--- src/hdl/jdqc_pkg.sv ---
// Shared constants and register codes for the joystick dead-zone quadratic curve.
// No dependencies; imported by joystick_deadzone_quadratic_curve.
`default_nettype none

package jdqc_pkg;

   localparam int SAMPLE_BITS = 8;
   localparam int DEAD_BITS   = 7;
   localparam int FULL_SCALE  = 1000;
   localparam int OUT_BITS    = 11;
   localparam int Q_BITS      = 10;

   localparam int LVL_BITS      = ((SAMPLE_BITS > DEAD_BITS) ? SAMPLE_BITS : DEAD_BITS) + 2;
   localparam int CSR_DATA_BITS = (SAMPLE_BITS > DEAD_BITS) ? SAMPLE_BITS : DEAD_BITS;
   localparam int CSR_IDX_BITS  = 3;

   localparam int SQ_BITS  = 2 * SAMPLE_BITS;
   localparam int NUM_BITS = SQ_BITS + $clog2(2 * FULL_SCALE + 1);
   localparam int DEN_BITS = SQ_BITS + 1;

   localparam int DIV_STEPS  = 2;
   localparam int DIV_STAGES = Q_BITS / DIV_STEPS;

   localparam logic [CSR_IDX_BITS-1:0] CSR_CENTER = 3'd0;
   localparam logic [CSR_IDX_BITS-1:0] CSR_MIN    = 3'd1;
   localparam logic [CSR_IDX_BITS-1:0] CSR_MAX    = 3'd2;
   localparam logic [CSR_IDX_BITS-1:0] CSR_DEAD   = 3'd3;
   localparam logic [CSR_IDX_BITS-1:0] CSR_INVERT = 3'd4;

   localparam logic [SAMPLE_BITS-1:0] CENTER_RESET = SAMPLE_BITS'(127);
   localparam logic [SAMPLE_BITS-1:0] MIN_RESET    = '0;
   localparam logic [SAMPLE_BITS-1:0] MAX_RESET    = SAMPLE_BITS'(255);
   localparam logic [DEAD_BITS-1:0]   DEAD_RESET   = DEAD_BITS'(20);

endpackage

`default_nettype wire

--- src/hdl/joystick_deadzone_quadratic_curve.sv ---
// Top level: joystick dead-zone quadratic response curve, fully pipelined.
// Depends on jdqc_pkg.
//
// Usage:
//   req_valid/req_stall carry one raw sample per beat; rsp_valid/rsp_stall carry one
//   signed drive value (-1000..1000) per beat. A beat moves when valid is high and
//   stall is low. csr_write_en/csr_index/csr_wdata write the center, minimum,
//   maximum, dead-zone half width and invert registers; write only while idle.
//   Throughput: one sample per cycle while the receiver does not stall a result.
//   The path runs through a classify stage, a square stage, a scale stage, five
//   restoring-division stages of two quotient bits each, and an output register.
//   Reset clears all valid bits and loads the register defaults (center 127,
//   minimum 0, maximum 255, half width 20, no invert).
//   While the receiver stalls a valid result, the whole pipeline holds and
//   req_stall is raised; nothing is dropped or repeated.
`default_nettype none

module joystick_deadzone_quadratic_curve (
   input  wire logic                                  clock,
   input  wire logic                                  reset,
   input  wire logic                                  req_valid,
   output logic                                       req_stall,
   input  wire logic [jdqc_pkg::SAMPLE_BITS-1:0]      req_raw_sample,
   output logic                                       rsp_valid,
   input  wire logic                                  rsp_stall,
   output logic signed [jdqc_pkg::OUT_BITS-1:0]       rsp_drive_value,
   input  wire logic                                  csr_write_en,
   input  wire logic [jdqc_pkg::CSR_IDX_BITS-1:0]     csr_index,
   input  wire logic [jdqc_pkg::CSR_DATA_BITS-1:0]    csr_wdata
);
   import jdqc_pkg::*;

   typedef enum logic [2:0] {
      K_NEG_FULL,
      K_NEG_QUAD,
      K_POS_QUAD,
      K_ZERO,
      K_POS_FULL
   } kind_type;

   logic [SAMPLE_BITS-1:0] center_ff, min_ff, max_ff;
   logic [DEAD_BITS-1:0]   dead_ff;
   logic                   invert_ff;

   logic adv;

   // stage 1: classify
   logic                   v1_ff;
   kind_type               k1_ff, k1_in;
   logic [SAMPLE_BITS-1:0] d1_ff, d1_in, sp1_ff, sp1_in;
   logic                   inv1_ff;

   // stage 2: square
   logic                   v2_ff;
   kind_type               k2_ff;
   logic [SQ_BITS-1:0]     dsq2_ff, spsq2_ff;
   logic                   inv2_ff;

   // stage 3 and division stages
   logic                   vd_ff   [DIV_STAGES+1];
   kind_type               kd_ff   [DIV_STAGES+1];
   logic                   invd_ff [DIV_STAGES+1];
   logic [NUM_BITS-1:0]    rem_ff  [DIV_STAGES+1];
   logic [DEN_BITS-1:0]    den_ff  [DIV_STAGES+1];
   logic [Q_BITS-1:0]      q_ff    [DIV_STAGES+1];
   logic [NUM_BITS-1:0]    rem_in  [DIV_STAGES];
   logic [Q_BITS-1:0]      q_in    [DIV_STAGES];

   logic                       rsp_valid_ff;
   logic signed [OUT_BITS-1:0] drive_ff, drive_in;

   logic signed [LVL_BITS-1:0] s_x, mn_x, mx_x, lo_x, hi_x, dead_x;

   assign adv       = !rsp_valid_ff || !rsp_stall;
   assign req_stall = !adv;
   assign rsp_valid       = rsp_valid_ff;
   assign rsp_drive_value = drive_ff;

   always_ff @(posedge clock) begin
      if (reset) begin
         center_ff <= CENTER_RESET;
         min_ff    <= MIN_RESET;
         max_ff    <= MAX_RESET;
         dead_ff   <= DEAD_RESET;
         invert_ff <= 1'b0;
      end else if (csr_write_en) begin
         case (csr_index)
            CSR_CENTER: center_ff <= csr_wdata[SAMPLE_BITS-1:0];
            CSR_MIN:    min_ff    <= csr_wdata[SAMPLE_BITS-1:0];
            CSR_MAX:    max_ff    <= csr_wdata[SAMPLE_BITS-1:0];
            CSR_DEAD:   dead_ff   <= csr_wdata[DEAD_BITS-1:0];
            CSR_INVERT: invert_ff <= csr_wdata[0];
            default: ;
         endcase
      end
   end

   always_comb begin
      s_x    = $signed({{(LVL_BITS-SAMPLE_BITS){1'b0}}, req_raw_sample});
      mn_x   = $signed({{(LVL_BITS-SAMPLE_BITS){1'b0}}, min_ff});
      mx_x   = $signed({{(LVL_BITS-SAMPLE_BITS){1'b0}}, max_ff});
      dead_x = $signed({{(LVL_BITS-DEAD_BITS){1'b0}}, dead_ff});
      lo_x   = $signed({{(LVL_BITS-SAMPLE_BITS){1'b0}}, center_ff}) - dead_x;
      hi_x   = $signed({{(LVL_BITS-SAMPLE_BITS){1'b0}}, center_ff}) + dead_x;
      d1_in  = '0;
      sp1_in = SAMPLE_BITS'(1);
      if (s_x < mn_x) begin
         k1_in = K_NEG_FULL;
      end else if (s_x < lo_x) begin
         k1_in  = K_NEG_QUAD;
         d1_in  = SAMPLE_BITS'(lo_x - s_x);
         sp1_in = SAMPLE_BITS'(lo_x - mn_x);
      end else if (s_x > hi_x && s_x <= mx_x) begin
         k1_in  = K_POS_QUAD;
         d1_in  = SAMPLE_BITS'(s_x - hi_x);
         sp1_in = SAMPLE_BITS'(mx_x - hi_x);
      end else if (s_x >= lo_x && s_x <= hi_x) begin
         k1_in = K_ZERO;
      end else begin
         k1_in = K_POS_FULL;
      end
   end

   always_comb begin
      logic [NUM_BITS-1:0] rem_t;
      logic [Q_BITS-1:0]   q_t;
      logic [NUM_BITS:0]   dsh;
      logic [NUM_BITS:0]   trial;
      for (int st = 0; st < DIV_STAGES; st++) begin
         rem_t = rem_ff[st];
         q_t   = q_ff[st];
         for (int j = 0; j < DIV_STEPS; j++) begin
            dsh   = {{(NUM_BITS+1-DEN_BITS){1'b0}}, den_ff[st]}
                    << (Q_BITS - 1 - (st * DIV_STEPS + j));
            trial = {1'b0, rem_t} - dsh;
            if (!trial[NUM_BITS]) begin
               rem_t = trial[NUM_BITS-1:0];
               q_t   = {q_t[Q_BITS-2:0], 1'b1};
            end else begin
               q_t   = {q_t[Q_BITS-2:0], 1'b0};
            end
         end
         rem_in[st] = rem_t;
         q_in[st]   = q_t;
      end
   end

   always_comb begin
      logic signed [OUT_BITS-1:0] v;
      case (kd_ff[DIV_STAGES])
         K_NEG_FULL: v = -$signed(OUT_BITS'(FULL_SCALE));
         K_NEG_QUAD: v = -$signed(OUT_BITS'(q_ff[DIV_STAGES]));
         K_POS_QUAD: v = $signed(OUT_BITS'(q_ff[DIV_STAGES]));
         K_ZERO:     v = '0;
         K_POS_FULL: v = $signed(OUT_BITS'(FULL_SCALE));
         default:    v = '0;
      endcase
      drive_in = invd_ff[DIV_STAGES] ? -v : v;
   end

   always_ff @(posedge clock) begin
      if (reset) begin
         v1_ff        <= 1'b0;
         v2_ff        <= 1'b0;
         rsp_valid_ff <= 1'b0;
         for (int i = 0; i <= DIV_STAGES; i++) begin
            vd_ff[i] <= 1'b0;
         end
      end else if (adv) begin
         v1_ff <= req_valid;
         v2_ff <= v1_ff;
         vd_ff[0] <= v2_ff;
         for (int i = 0; i < DIV_STAGES; i++) begin
            vd_ff[i+1] <= vd_ff[i];
         end
         rsp_valid_ff <= vd_ff[DIV_STAGES];
      end
   end

   always_ff @(posedge clock) begin
      if (adv) begin
         k1_ff    <= k1_in;
         d1_ff    <= d1_in;
         sp1_ff   <= sp1_in;
         inv1_ff  <= invert_ff;
         k2_ff    <= k1_ff;
         dsq2_ff  <= SQ_BITS'(d1_ff) * SQ_BITS'(d1_ff);
         spsq2_ff <= SQ_BITS'(sp1_ff) * SQ_BITS'(sp1_ff);
         inv2_ff  <= inv1_ff;
         kd_ff[0]   <= k2_ff;
         invd_ff[0] <= inv2_ff;
         rem_ff[0]  <= NUM_BITS'(dsq2_ff) * NUM_BITS'(2 * FULL_SCALE) + NUM_BITS'(spsq2_ff);
         den_ff[0]  <= {spsq2_ff, 1'b0};
         q_ff[0]    <= '0;
         for (int i = 0; i < DIV_STAGES; i++) begin
            kd_ff[i+1]   <= kd_ff[i];
            invd_ff[i+1] <= invd_ff[i];
            den_ff[i+1]  <= den_ff[i];
            rem_ff[i+1]  <= rem_in[i];
            q_ff[i+1]    <= q_in[i];
         end
         drive_ff <= drive_in;
      end
   end

`ifndef SYNTHESIS
   a_range: assert property (@(posedge clock) disable iff (reset)
      rsp_valid |-> (rsp_drive_value <= $signed(OUT_BITS'(FULL_SCALE)) &&
                     rsp_drive_value >= -$signed(OUT_BITS'(FULL_SCALE))))
      else $error("drive value out of range");

   a_quot: assert property (@(posedge clock) disable iff (reset)
      (vd_ff[DIV_STAGES] && (kd_ff[DIV_STAGES] == K_NEG_QUAD ||
                             kd_ff[DIV_STAGES] == K_POS_QUAD))
      |-> (q_ff[DIV_STAGES] <= Q_BITS'(FULL_SCALE)))
      else $error("quotient above full scale");

   a_stall: assert property (@(posedge clock) disable iff (reset)
      req_stall |-> (rsp_valid && rsp_stall))
      else $error("input stalled without a blocked result");

   a_zero: assert property (@(posedge clock) disable iff (reset)
      (adv && vd_ff[DIV_STAGES] && kd_ff[DIV_STAGES] == K_ZERO)
      |=> (rsp_valid && rsp_drive_value == '0))
      else $error("dead zone gave nonzero drive");

   a_hold: assert property (@(posedge clock) disable iff (reset)
      (!adv && vd_ff[0]) |=> vd_ff[0] && $stable(rem_ff[0]))
      else $error("pipeline moved while stalled");
`endif

endmodule

`default_nettype wire
--- config.mk ---
export PLATFORM = sky130hd
export DESIGN_NAME = joystick_deadzone_quadratic_curve
export DESIGN_NICKNAME = d
export VERILOG_FILES = /design/src/hdl/jdqc_pkg.sv /design/src/hdl/joystick_deadzone_quadratic_curve.sv
export SDC_FILE = /design/constraint.sdc
export NUM_CORES = 1
export LEC_CHECK = 0
export BUFFER_PORTS_ARGS = -buffer_cell sky130_fd_sc_hd__buf_2
export CORE_ASPECT_RATIO = 0.9
export CORE_MARGIN = 2
export CORE_UTILIZATION = 50
export CTS_BUF_LIST = sky130_fd_sc_hd__clkbuf_4 sky130_fd_sc_hd__clkbuf_8 sky130_fd_sc_hd__clkbuf_16
export DETAILED_ROUTE_END_ITERATION = 6
export PLACE_DENSITY = 0.67
export SLEW_MARGIN = 20
export SYNTH_ARGS = -nofsm -noshare
export SYNTH_HDL_FRONTEND = slang
export SYNTH_SLANG_ARGS = --single-unit
export TNS_END_PERCENT = 5
--- constraint.sdc ---
create_clock -name clock -period 28.4 [get_ports clock]
set_input_delay 5.68 -clock clock [delete_from_list [all_inputs] [get_ports clock]]
set_output_delay 5.68 -clock clock [all_outputs]
set_load 0.05 [all_outputs]
==> results of run 1 <==
[synth_stat cells (all sizes together) (20+ instances only)]
cell | n | area (µm²)
a211oi | 20 | 155
a21o | 81 | 611
a21oi | 231 | 1160
and2 | 54 | 339
clkbuf | 39 | 149
dfxtp | 35 | 701
edfxtp | 316 | 9490
fa | 108 | 2160
ha | 356 | 4450
inv | 350 | 1310
mux2 | 47 | 529
mux2i | 24 | 244
nand2 | 215 | 817
nand2b | 52 | 333
nand3 | 34 | 170
nand4 | 21 | 131
nor2 | 233 | 875
nor2b | 48 | 300
nor3 | 40 | 223
o21a | 33 | 248
o21ai | 144 | 732
o21bai | 40 | 300
o31ai | 22 | 170
xnor2 | 163 | 1430
xor2 | 76 | 673
[stage by stage]
stage | area (µm²) | worst slack [ns]
5_1_grt | 32100 | 16.32
2_1_floorplan | 29800 | 7.96
6_report | 32100 | 16.37
3_3_place_gp | 30800 | 16.39
4_1_cts | 32100 | 16.37
3_5_place_dp | 30800 | 16.37
[registers in the layout, indices dropped and copies added (netlist names)]
signal	cells
v1_ff	1
v2_ff	1
vd_ff	6
rem_ff	130
den_ff	61
rsp_valid	1
invert_ff	1
dead_ff	7
kd_ff	18
invd_ff	6
k2_ff	3
center_ff	8
dsq2_ff	15
spsq2_ff	15
rsp_drive_value	11
q_ff	30
d1_ff	8
k1_ff	3
min_ff	8
max_ff	8
inv2_ff	1
sp1_ff	8
inv1_ff	1
[kinds of logic after synthesis]
logic type      share of synthesized area
compound gates                      0.153
xor+xnor                           0.0705
fa+ha+maj                           0.222
buf+inv                            0.0532
flops                               0.342
mux                                0.0260
other cells                      0.000252
simple gates                        0.133
[worst max-delay path, delay by kind of cell]
family / cells / cell delay, ns
AND/OR/NAND/NOR: 1 / 0.11
buffers and inverters: 3 / 0.55
[worst max-delay path by stage]
stage,start,endpoint
CTS,rsp_stall,req_stall
floorplan,rsp_stall,req_stall
detailed placement,rsp_stall,req_stall
global placement,rsp_stall,req_stall
finish,rsp_stall,req_stall
global route,rsp_stall,req_stall
[area by class of cell]
cell class                      count  area [µm²]
Inverter                          350        1310
Clock inverter                     26         299
Multi-Input combinational cell   2283       18000
Tap cell                          774         968
Sequential cell                   351       10200
Timing Repair Buffer               45         260
Fill cell                        5149       26500
Clock buffer                       48        1070
[layer usage]
| layer | up-vias | part of all wire | track usage |
|---|---|---|---|
| met4 | 0 | 0.024 | 0.0584 |
| met2 | 359 | 0.48 | 0.354 |
| met5 | - | 0 | 0 |
| met3 | 97 | 0.032 | 0.0221 |
| met1 | 10277 | 0.46 | 0.274 |
| li1 | 10789 | - | - |
==> out/metrics.yaml, run 1 <==
maxSlewHeadroom: 0.294
fp-row-count: 84
cts_setup_buffers: 0
rsz0062_at_grt: "no"
synth.distinct_cells: 100
avgSynthCellArea_um2: 9.80
worst_slew_pin_slew_ns: 1.06
worstSetupPathType: "primary input to output port"
status: "completed"
min_from: "rem_ff[1][5]$_DFFE_PN_"
gp_congestion: 0.886
cts_buffer_depth: 3
cp_data_required_time_ns: 22.72
routed-via-count: 21522
crit_path_max_fanout: 13
antenna_cells: 0
worstPathCellList: "buf_2, nand2_4, inv_1, buf_2"
antenna_left: 0
fin_cells: 3877
drt_iter0_markers: 1133
die_area_um2: 61500
cp-end-kind: "output port"
clock-skew-final_ns: 0.0200
tns_ns: 0
wire_per_inst_um: 16.1
syn_inst: 3040
hold_viol: 0
grt_pass1_vias: 21669
cts_resized: 0
drv_slew: 0
yosysSeqAreaShare: 0.342
cts_buffers: 40
async_reset_ff_frac: 0
syn2layout_area_growth_pct: 7.88
period_minus_slack_ns: 12.03
utilization: 0.548
cts.sinks: 351
crit_top_cell: "buf_2"
htreeDepth: 2
vias_per_cell: 5.55
hold_depth: 0
routed_wl_um: 62500
ys.flop_type: "edfxtp_1"
ys_ff_latch: 351
num_io_pins: 37
final_common_cell: "ha_1"
port_buffers: 36
hold-path-endpoint: "rem_ff[2][5]$_DFFE_PN_"
drive_gt1_frac: 0.0686
slowest_stage: "buf_2"
cts_tree: "yes"
setup_viol: 0
dp_cells: 3803
grt_pass1_wl_um: 105000
hold_slack_ns: 0.410
synth-edff-count: 316
hp-class: "register to register"
maxCapViolations: 0
grt_max_degree: 163
reg2reg_from: "den_ff[1][6]$_DFFE_PN_"
insertion_delay_ns: 0.57
regToRegSetupSlack_ns: 22.01
slowest_delay_ns: 0.29
first_pass_iters: 5
period_share: 0.423
root_buffer: "clkbuf_16"
die_h_um: 236
critical_path_arrival_ns: 6.35
grt_usage: 0.206
dieWidth_um: 261
grt_overflow: 0
startpoint_type: "primary input"
start_util: 0.508
cts_hold_buf: 0
reg2reg_to: "rem_ff[2][21]$_DFFE_PN_"
syn_area_um2: 29800
dp_hpwl_um: 49500
synth_warnings: 0
clk_pin_slew_ns: 0.06
core-area_um2: 58600
nNetsFinal: 3559
grt_antenna_before_repair: 1
final_cell_mix: "356 x ha_1, 348 x inv_1, 316 x edfxtp_1"
max_freq_ghz: 0.0831
drc: 0
ff2ff_path_depth: 20
Power of run 1 is not shown: default switching activity piles up to over one toggle a cycle in this logic, so the estimate is an artifact.
==> inputs of run 2 (changes only) <==
==> constraint.sdc (replaced) <==
create_clock -name clock -period 11.4 [get_ports clock]
set_input_delay 2.28 -clock clock [delete_from_list [all_inputs] [get_ports clock]]
set_output_delay 2.28 -clock clock [all_outputs]
set_load 0.05 [all_outputs]
==> run 2 against run 1 <==
Against the previous run: highest routed layer unchanged; sequential share of layout area rose by 0.073 points; clock skew up 0.0050 ns; design area is 0.23% lower.
==> out/metrics.yaml, run 2 (synthesis results as in run 1) <==
status: "completed"  # unchanged
wire_per_inst_um: 16.4  # was 16.1 µm
nNetsFinal: 3558  # was 3559
cts_resized: 0  # unchanged
final_cell_mix: "356 x ha_1, 348 x inv_1, 316 x edfxtp_1"  # unchanged
period_minus_slack_ns: 6.33
period_share: 0.555
grt_usage: 0.208  # was 0.206
grt_max_degree: 116  # was 163
final_common_cell: "ha_1"  # unchanged
crit_path_max_fanout: 20  # was 13
clk_pin_slew_ns: 0.06  # about the same
fp-row-count: 84  # unchanged
setup_viol: 0  # unchanged
fill_cells: 5165  # was 5149
largest_reg_flops: 130  # unchanged
min_from: "spsq2_ff[3]$_DFFE_PN_"  # was rem_ff[1][5]$_DFFE_PN_
cts_buffer_depth: 3  # unchanged
worstPathCellList: "inv_1, ha_1, a21oi_1, o21ai_0, a21o_1, and2_1, nor3_4, inv_2, o21ai_0, ha_1, nor2b_1, o311a_1, o221ai_2, o21ai_1, o41ai_2, o21ai_1, nor3_1, and4_1, inv_2, mux2_1"  # was buf_2, nand2_4, inv_1, buf_2
grt_overflow: 0  # unchanged
slowest_delay_ns: 0.60  # was 0.29 ns
critical_path_arrival_ns: 6.62  # was 6.35 ns
drv_slew: 0  # unchanged
cp_data_required_time_ns: 11.69  # was 22.72 ns
grt_pass1_wl_um: 106000  # was 105000 µm
grt_pass1_vias: 21631  # was 21.7k
maxCapViolations: 0  # unchanged
clock-skew-final_ns: 0.0250  # was 0.0200 ns
first_pass_iters: 5  # unchanged
antenna_cells: 0  # unchanged
ff2ff_path_depth: 20  # unchanged
cp-startpoint: "den_ff[1][13]$_DFFE_PN_"  # was rsp_stall
tns_ns: 0  # unchanged
cts_buffers: 39  # was 40
utilization: 0.547  # was 0.548
wl_met2_um: 30100  # was 30300 µm
htreeDepth: 2  # unchanged
hold_depth: 0  # unchanged
die_area_um2: 61500  # unchanged
regToRegSetupSlack_ns: 5.07  # was 22.01 ns
num_io_pins: 37  # unchanged
port_buffers: 36  # unchanged
critPathBufInv: 3  # unchanged
top_register: "rem_ff"  # unchanged
start_util: 0.508  # unchanged
reg2reg_to: "rem_ff[2][21]$_DFFE_PN_"  # unchanged
wl_met1_um: 29500  # was 28700 µm
grt_antenna_before_repair: 0  # was 1
met3_length_um: 2320  # was 1990 µm
setup_slack_ns: 5.07  # was 16.37 ns
rsz0062_at_grt: "no"  # unchanged
gp_congestion: 0.918  # was 0.886
preCtsSetupSlack_ns: 5.16  # was 16.37 ns
slowest_stage: "and4_1"  # was buf_2
worstSetupPathType: "register to register"  # was primary input to output port
max_freq_ghz: 0.158
drive_gt1_frac: 0.0690  # was 0.0686
path_delay_family: "compound AO/OA/AOI/OAI gates"  # was buffers and inverters
core-area_um2: 58600  # unchanged
cts_setup_buffers: 0  # unchanged
root_buffer: "clkbuf_16"  # unchanged
cts_tree: "yes"  # unchanged
insertion_delay_ns: 0.56  # was 0.57 ns
routed_wl_um: 63600  # was 62500 µm
worst_slew_pin_slew_ns: 1.08  # was 1.06 ns
drc: 0  # unchanged
cp-end-kind: "register"  # was output port
maxSlewHeadroom: 0.282  # was 0.294
reg_top3: "rem_ff x130, den_ff x61, q_ff x30"  # unchanged
syn2layout_area_growth_pct: 7.63  # was 7.88%
dieWidth_um: 261  # unchanged
cts_hold_buf: 0  # unchanged
antenna_left: 0  # unchanged
dp_hpwl_um: 50400  # was 49500 µm
routed-via-count: 21524  # about the same
hold-path-endpoint: "rem_ff[0][3]$_DFFE_PN_"  # was rem_ff[2][5]$_DFFE_PN_
reg2reg_from: "den_ff[1][13]$_DFFE_PN_"  # was den_ff[1][6]$_DFFE_PN_
cts.sinks: 351  # unchanged
hp-class: "register to register"  # unchanged
highest_layer: "met4"  # unchanged
drt_iter0_markers: 1251  # was 1133
die_h_um: 236  # unchanged
vias_per_cell: 5.56  # was 5.55
hold_viol: 0  # unchanged
startpoint_type: "register"  # was primary input
-- run 2: cell type report --
cell class	instances	area [µm²]	share of cell area
clock inverters	27	264	0.00823
flip-flops and latches	351	10200	0.318
clock buffers	44	1020	0.0318
repair buffers	45	260	0.00812
multi-input cells	2283	18000	0.563
inverters	350	1310	0.0410
well taps	774	968	0.0302
-- run 2: how the worst max path moves through the flow --
| stage | to | slack (ns) | depth (start not counted) |
|---|---|---|---|
| after floorplan | req_stall | 1.62 | 2 |
| after global placement | rem_ff[2][21]$_DFFE_PN_ | 5.28 | 20 |
| after detailed placement | rem_ff[2][21]$_DFFE_PN_ | 5.16 | 20 |
| after CTS | rem_ff[2][21]$_DFFE_PN_ | 5.11 | 20 |
| after global routing | rem_ff[2][21]$_DFFE_PN_ | 4.52 | 20 |
| final | rem_ff[2][21]$_DFFE_PN_ | 5.07 | 20 |
-- run 2: stage by stage --
| step | area [µm²] | hold slack, ns | std cells |
|---|---|---|---|
| detailed placement | 30800 | 0.405 | 3802 |
| floorplan | 29800 | 0.400 | 3041 |
| CTS | 32000 | 0.417 | 3873 |
| global route | 32100 | 0.424 | 3874 |
| global placement | 30800 | 0.402 | 3802 |
| finish | 32100 | 0.416 | 3874 |
-- run 2: routing by layer --
layer | up-vias | global-route usage
met4 | 0 | 0.0618
li1 | 10767 | -
met5 | - | 0
met1 | 10260 | 0.281
met3 | 99 | 0.0229
met2 | 398 | 0.350
Power of run 2 is left out for the same reason.
==> inputs of run 3 (changes only) <==
--- a/config.mk
+++ b/config.mk
@@ -11,7 +11,7 @@
 export CORE_UTILIZATION = 50
 export CTS_BUF_LIST = sky130_fd_sc_hd__clkbuf_4 sky130_fd_sc_hd__clkbuf_8 sky130_fd_sc_hd__clkbuf_16
 export DETAILED_ROUTE_END_ITERATION = 6
-export PLACE_DENSITY = 0.67
+export PLACE_DENSITY = 0.69
 export SLEW_MARGIN = 20
 export SYNTH_ARGS = -nofsm -noshare
 export SYNTH_HDL_FRONTEND = slang
==> constraint.sdc (replaced) <==
create_clock -name clock -period 5.78 [get_ports clock]
set_input_delay 1.156 -clock clock [delete_from_list [all_inputs] [get_ports clock]]
set_output_delay 1.156 -clock clock [all_outputs]
set_load 0.05 [all_outputs]
==> run 3 against run 2 <==
Against the previous run: clock skew is 0.0054 ns higher; highest routed layer unchanged; first-iteration DRC count is 4.2% lower; critical path depth is 3 lower; count of clock-buffer cells in the layout is 2 higher.
==> out/metrics.yaml, run 3 (synthesis results as in run 1) <==
status: "completed"  # unchanged
fin_cells: 3896  # was 3874
hold_viol: 0  # unchanged
insertion_delay_ns: 0.57  # was 0.56 ns
syn2layout_area_growth_pct: 8.36  # was 7.63%
hp-class: "register to register"  # unchanged
largest_reg_flops: 130  # unchanged
final_cell_mix: "356 x ha_1, 343 x inv_1, 316 x edfxtp_1"  # was 356 x ha_1, 348 x inv_1, 316 x edfxtp_1
cp-end-kind: "register"  # unchanged
crit_path_max_fanout: 7  # was 20
core-area_um2: 58600  # unchanged
setup_viol: 0  # unchanged
cp_data_required_time_ns: 6.09  # was 11.69 ns
reg_top3: "rem_ff x130, den_ff x61, q_ff x30"  # unchanged
grt_overflow: 0  # unchanged
dieWidth_um: 261  # unchanged
cts_buffer_depth: 3  # unchanged
htreeDepth: 2  # unchanged
grt_antenna_before_repair: 0  # unchanged
cts.sinks: 351  # unchanged
tns_ns: 0  # unchanged
drv_slew: 0  # unchanged
die_area_um2: 61500  # unchanged
die_h_um: 236  # unchanged
worst_slew_pin_slew_ns: 1.04  # was 1.08 ns
first_pass_iters: 5  # unchanged
routed-via-count: 21722  # was 21.5k
gp_congestion: 0.901  # was 0.918
top_register: "rem_ff"  # unchanged
maxSlewHeadroom: 0.303  # was 0.282
drc: 0  # unchanged
max_freq_ghz: 0.183  # was 0.158 GHz
highest_layer: "met4"  # unchanged
final_common_cell: "ha_1"  # unchanged
wl_met2_um: 31000  # was 30100 µm
met3_length_um: 2330  # was 2320 µm
dp_hpwl_um: 51400  # was 50400 µm
drt_iter0_markers: 1198  # was 1251
wl_met1_um: 29800  # was 29500 µm
clock-skew-final_ns: 0.0304  # was 0.0250 ns
cts_hold_buf: 0  # unchanged
grt_max_degree: 163  # was 116
period_minus_slack_ns: 5.46  # was 6.33 ns
cts_tree: "yes"  # unchanged
grt_pass1_vias: 22429  # was 21.6k
fp-row-count: 84  # unchanged
vias_per_cell: 5.58  # was 5.56
antenna_cells: 0  # unchanged
wire_per_inst_um: 16.7  # was 16.4 µm
critical_path_arrival_ns: 5.77  # was 6.62 ns
drive_gt1_frac: 0.0769  # was 0.0690
root_buffer: "clkbuf_16"  # unchanged
dp_cells: 3825  # was 3802
cts_buffers: 39  # unchanged
nNetsFinal: 3581  # was 3558
start_util: 0.508  # unchanged
grt_pass1_wl_um: 110000  # was 106000 µm
period_share: 0.944  # was 0.555
num_io_pins: 37  # unchanged
utilization: 0.550  # was 0.547
rsz0062_at_grt: "no"  # unchanged
maxCapViolations: 0  # unchanged
port_buffers: 36  # unchanged
antenna_left: 0  # unchanged
grt_usage: 0.215  # was 0.208
routed_wl_um: 65000  # was 63600 µm
startpoint_type: "register"  # unchanged
fill_cells: 5107  # was 5165
worstSetupPathType: "register to register"  # unchanged
clk_pin_slew_ns: 0.06  # about the same
[run 3: cell types whose count changed in the layout (fill, tap and decap cells not counted), sizes merged]
cell    delta
clkbuf     +2
inv        -3
clkinv     -2
bufinv     +2
buf       +23
[run 3: worst paths after layout]
check | end | cells after the start | slack, ns | startpoint
worst max-delay path | rem_ff[0][26]$_DFFE_PN_ | 17 | 0.32 | dsq2_ff[0]$_DFFE_PN_
worst min-delay path | rem_ff[1][5]$_DFFE_PN_ | 0 | 0.42 | rem_ff[0][5]$_DFFE_PN_
worst max register to register | rem_ff[0][26]$_DFFE_PN_ | 17 | 0.32 | dsq2_ff[0]$_DFFE_PN_
worst min register to register | rem_ff[1][5]$_DFFE_PN_ | 0 | 0.42 | rem_ff[0][5]$_DFFE_PN_
[run 3: per-layer routing]
metal | GRT usage | up-vias
li1 | - | 10807
met1 | 0.285 | 10404
met2 | 0.364 | 388
met3 | 0.0258 | 123
met4 | 0.0716 | 0
met5 | 0 | -
[run 3: area by class of cell]
class / instances / area (µm²) / area share
sequential: 351 / 10200 / 0.316
timing repair buffer: 68 / 445 / 0.0138
clock inverter: 24 / 283 / 0.00876
tap: 774 / 968 / 0.0300
multi-input combinational: 2283 / 18000 / 0.559
clock buffer: 46 / 1030 / 0.0319
inverter: 350 / 1310 / 0.0407
[run 3: timing repair]
action | 4_1_cts | 5_1_grt
gates resized for setup | 0 | 7
endpoints found under the setup margin | 0 | 15
buffers inserted | 0 | 1
[run 3: critical path, cell delays in order, from the launching register on]
cell,delay [ns]
edfxtp_1,0.55
ha_1,0.37
fa_1,0.51
inv_1,0.06
fa_1,0.48
fa_1,0.52
inv_1,0.05
ha_1,0.35
o21a_1,0.20
o31ai_1,0.10
a21oi_1,0.22
a32o_1,0.33
o2111ai_1,0.24
nand3b_1,0.13
xnor2_1,0.16
or4_1,0.55
nand4b_1,0.21
xnor2_1,0.16
[run 3: stage by stage]
stage	setup WS (ns)	hold WS [ns]	instance area, µm²
after floorplan	0.393	0.400	29800
final	0.322	0.417	32300
after global routing	0.0145	0.422	32300
after CTS	0.216	0.418	32300
after global placement	0.364	0.401	31000
after detailed placement	0.224	0.405	31000
Power of run 3 is left out for the same reason.
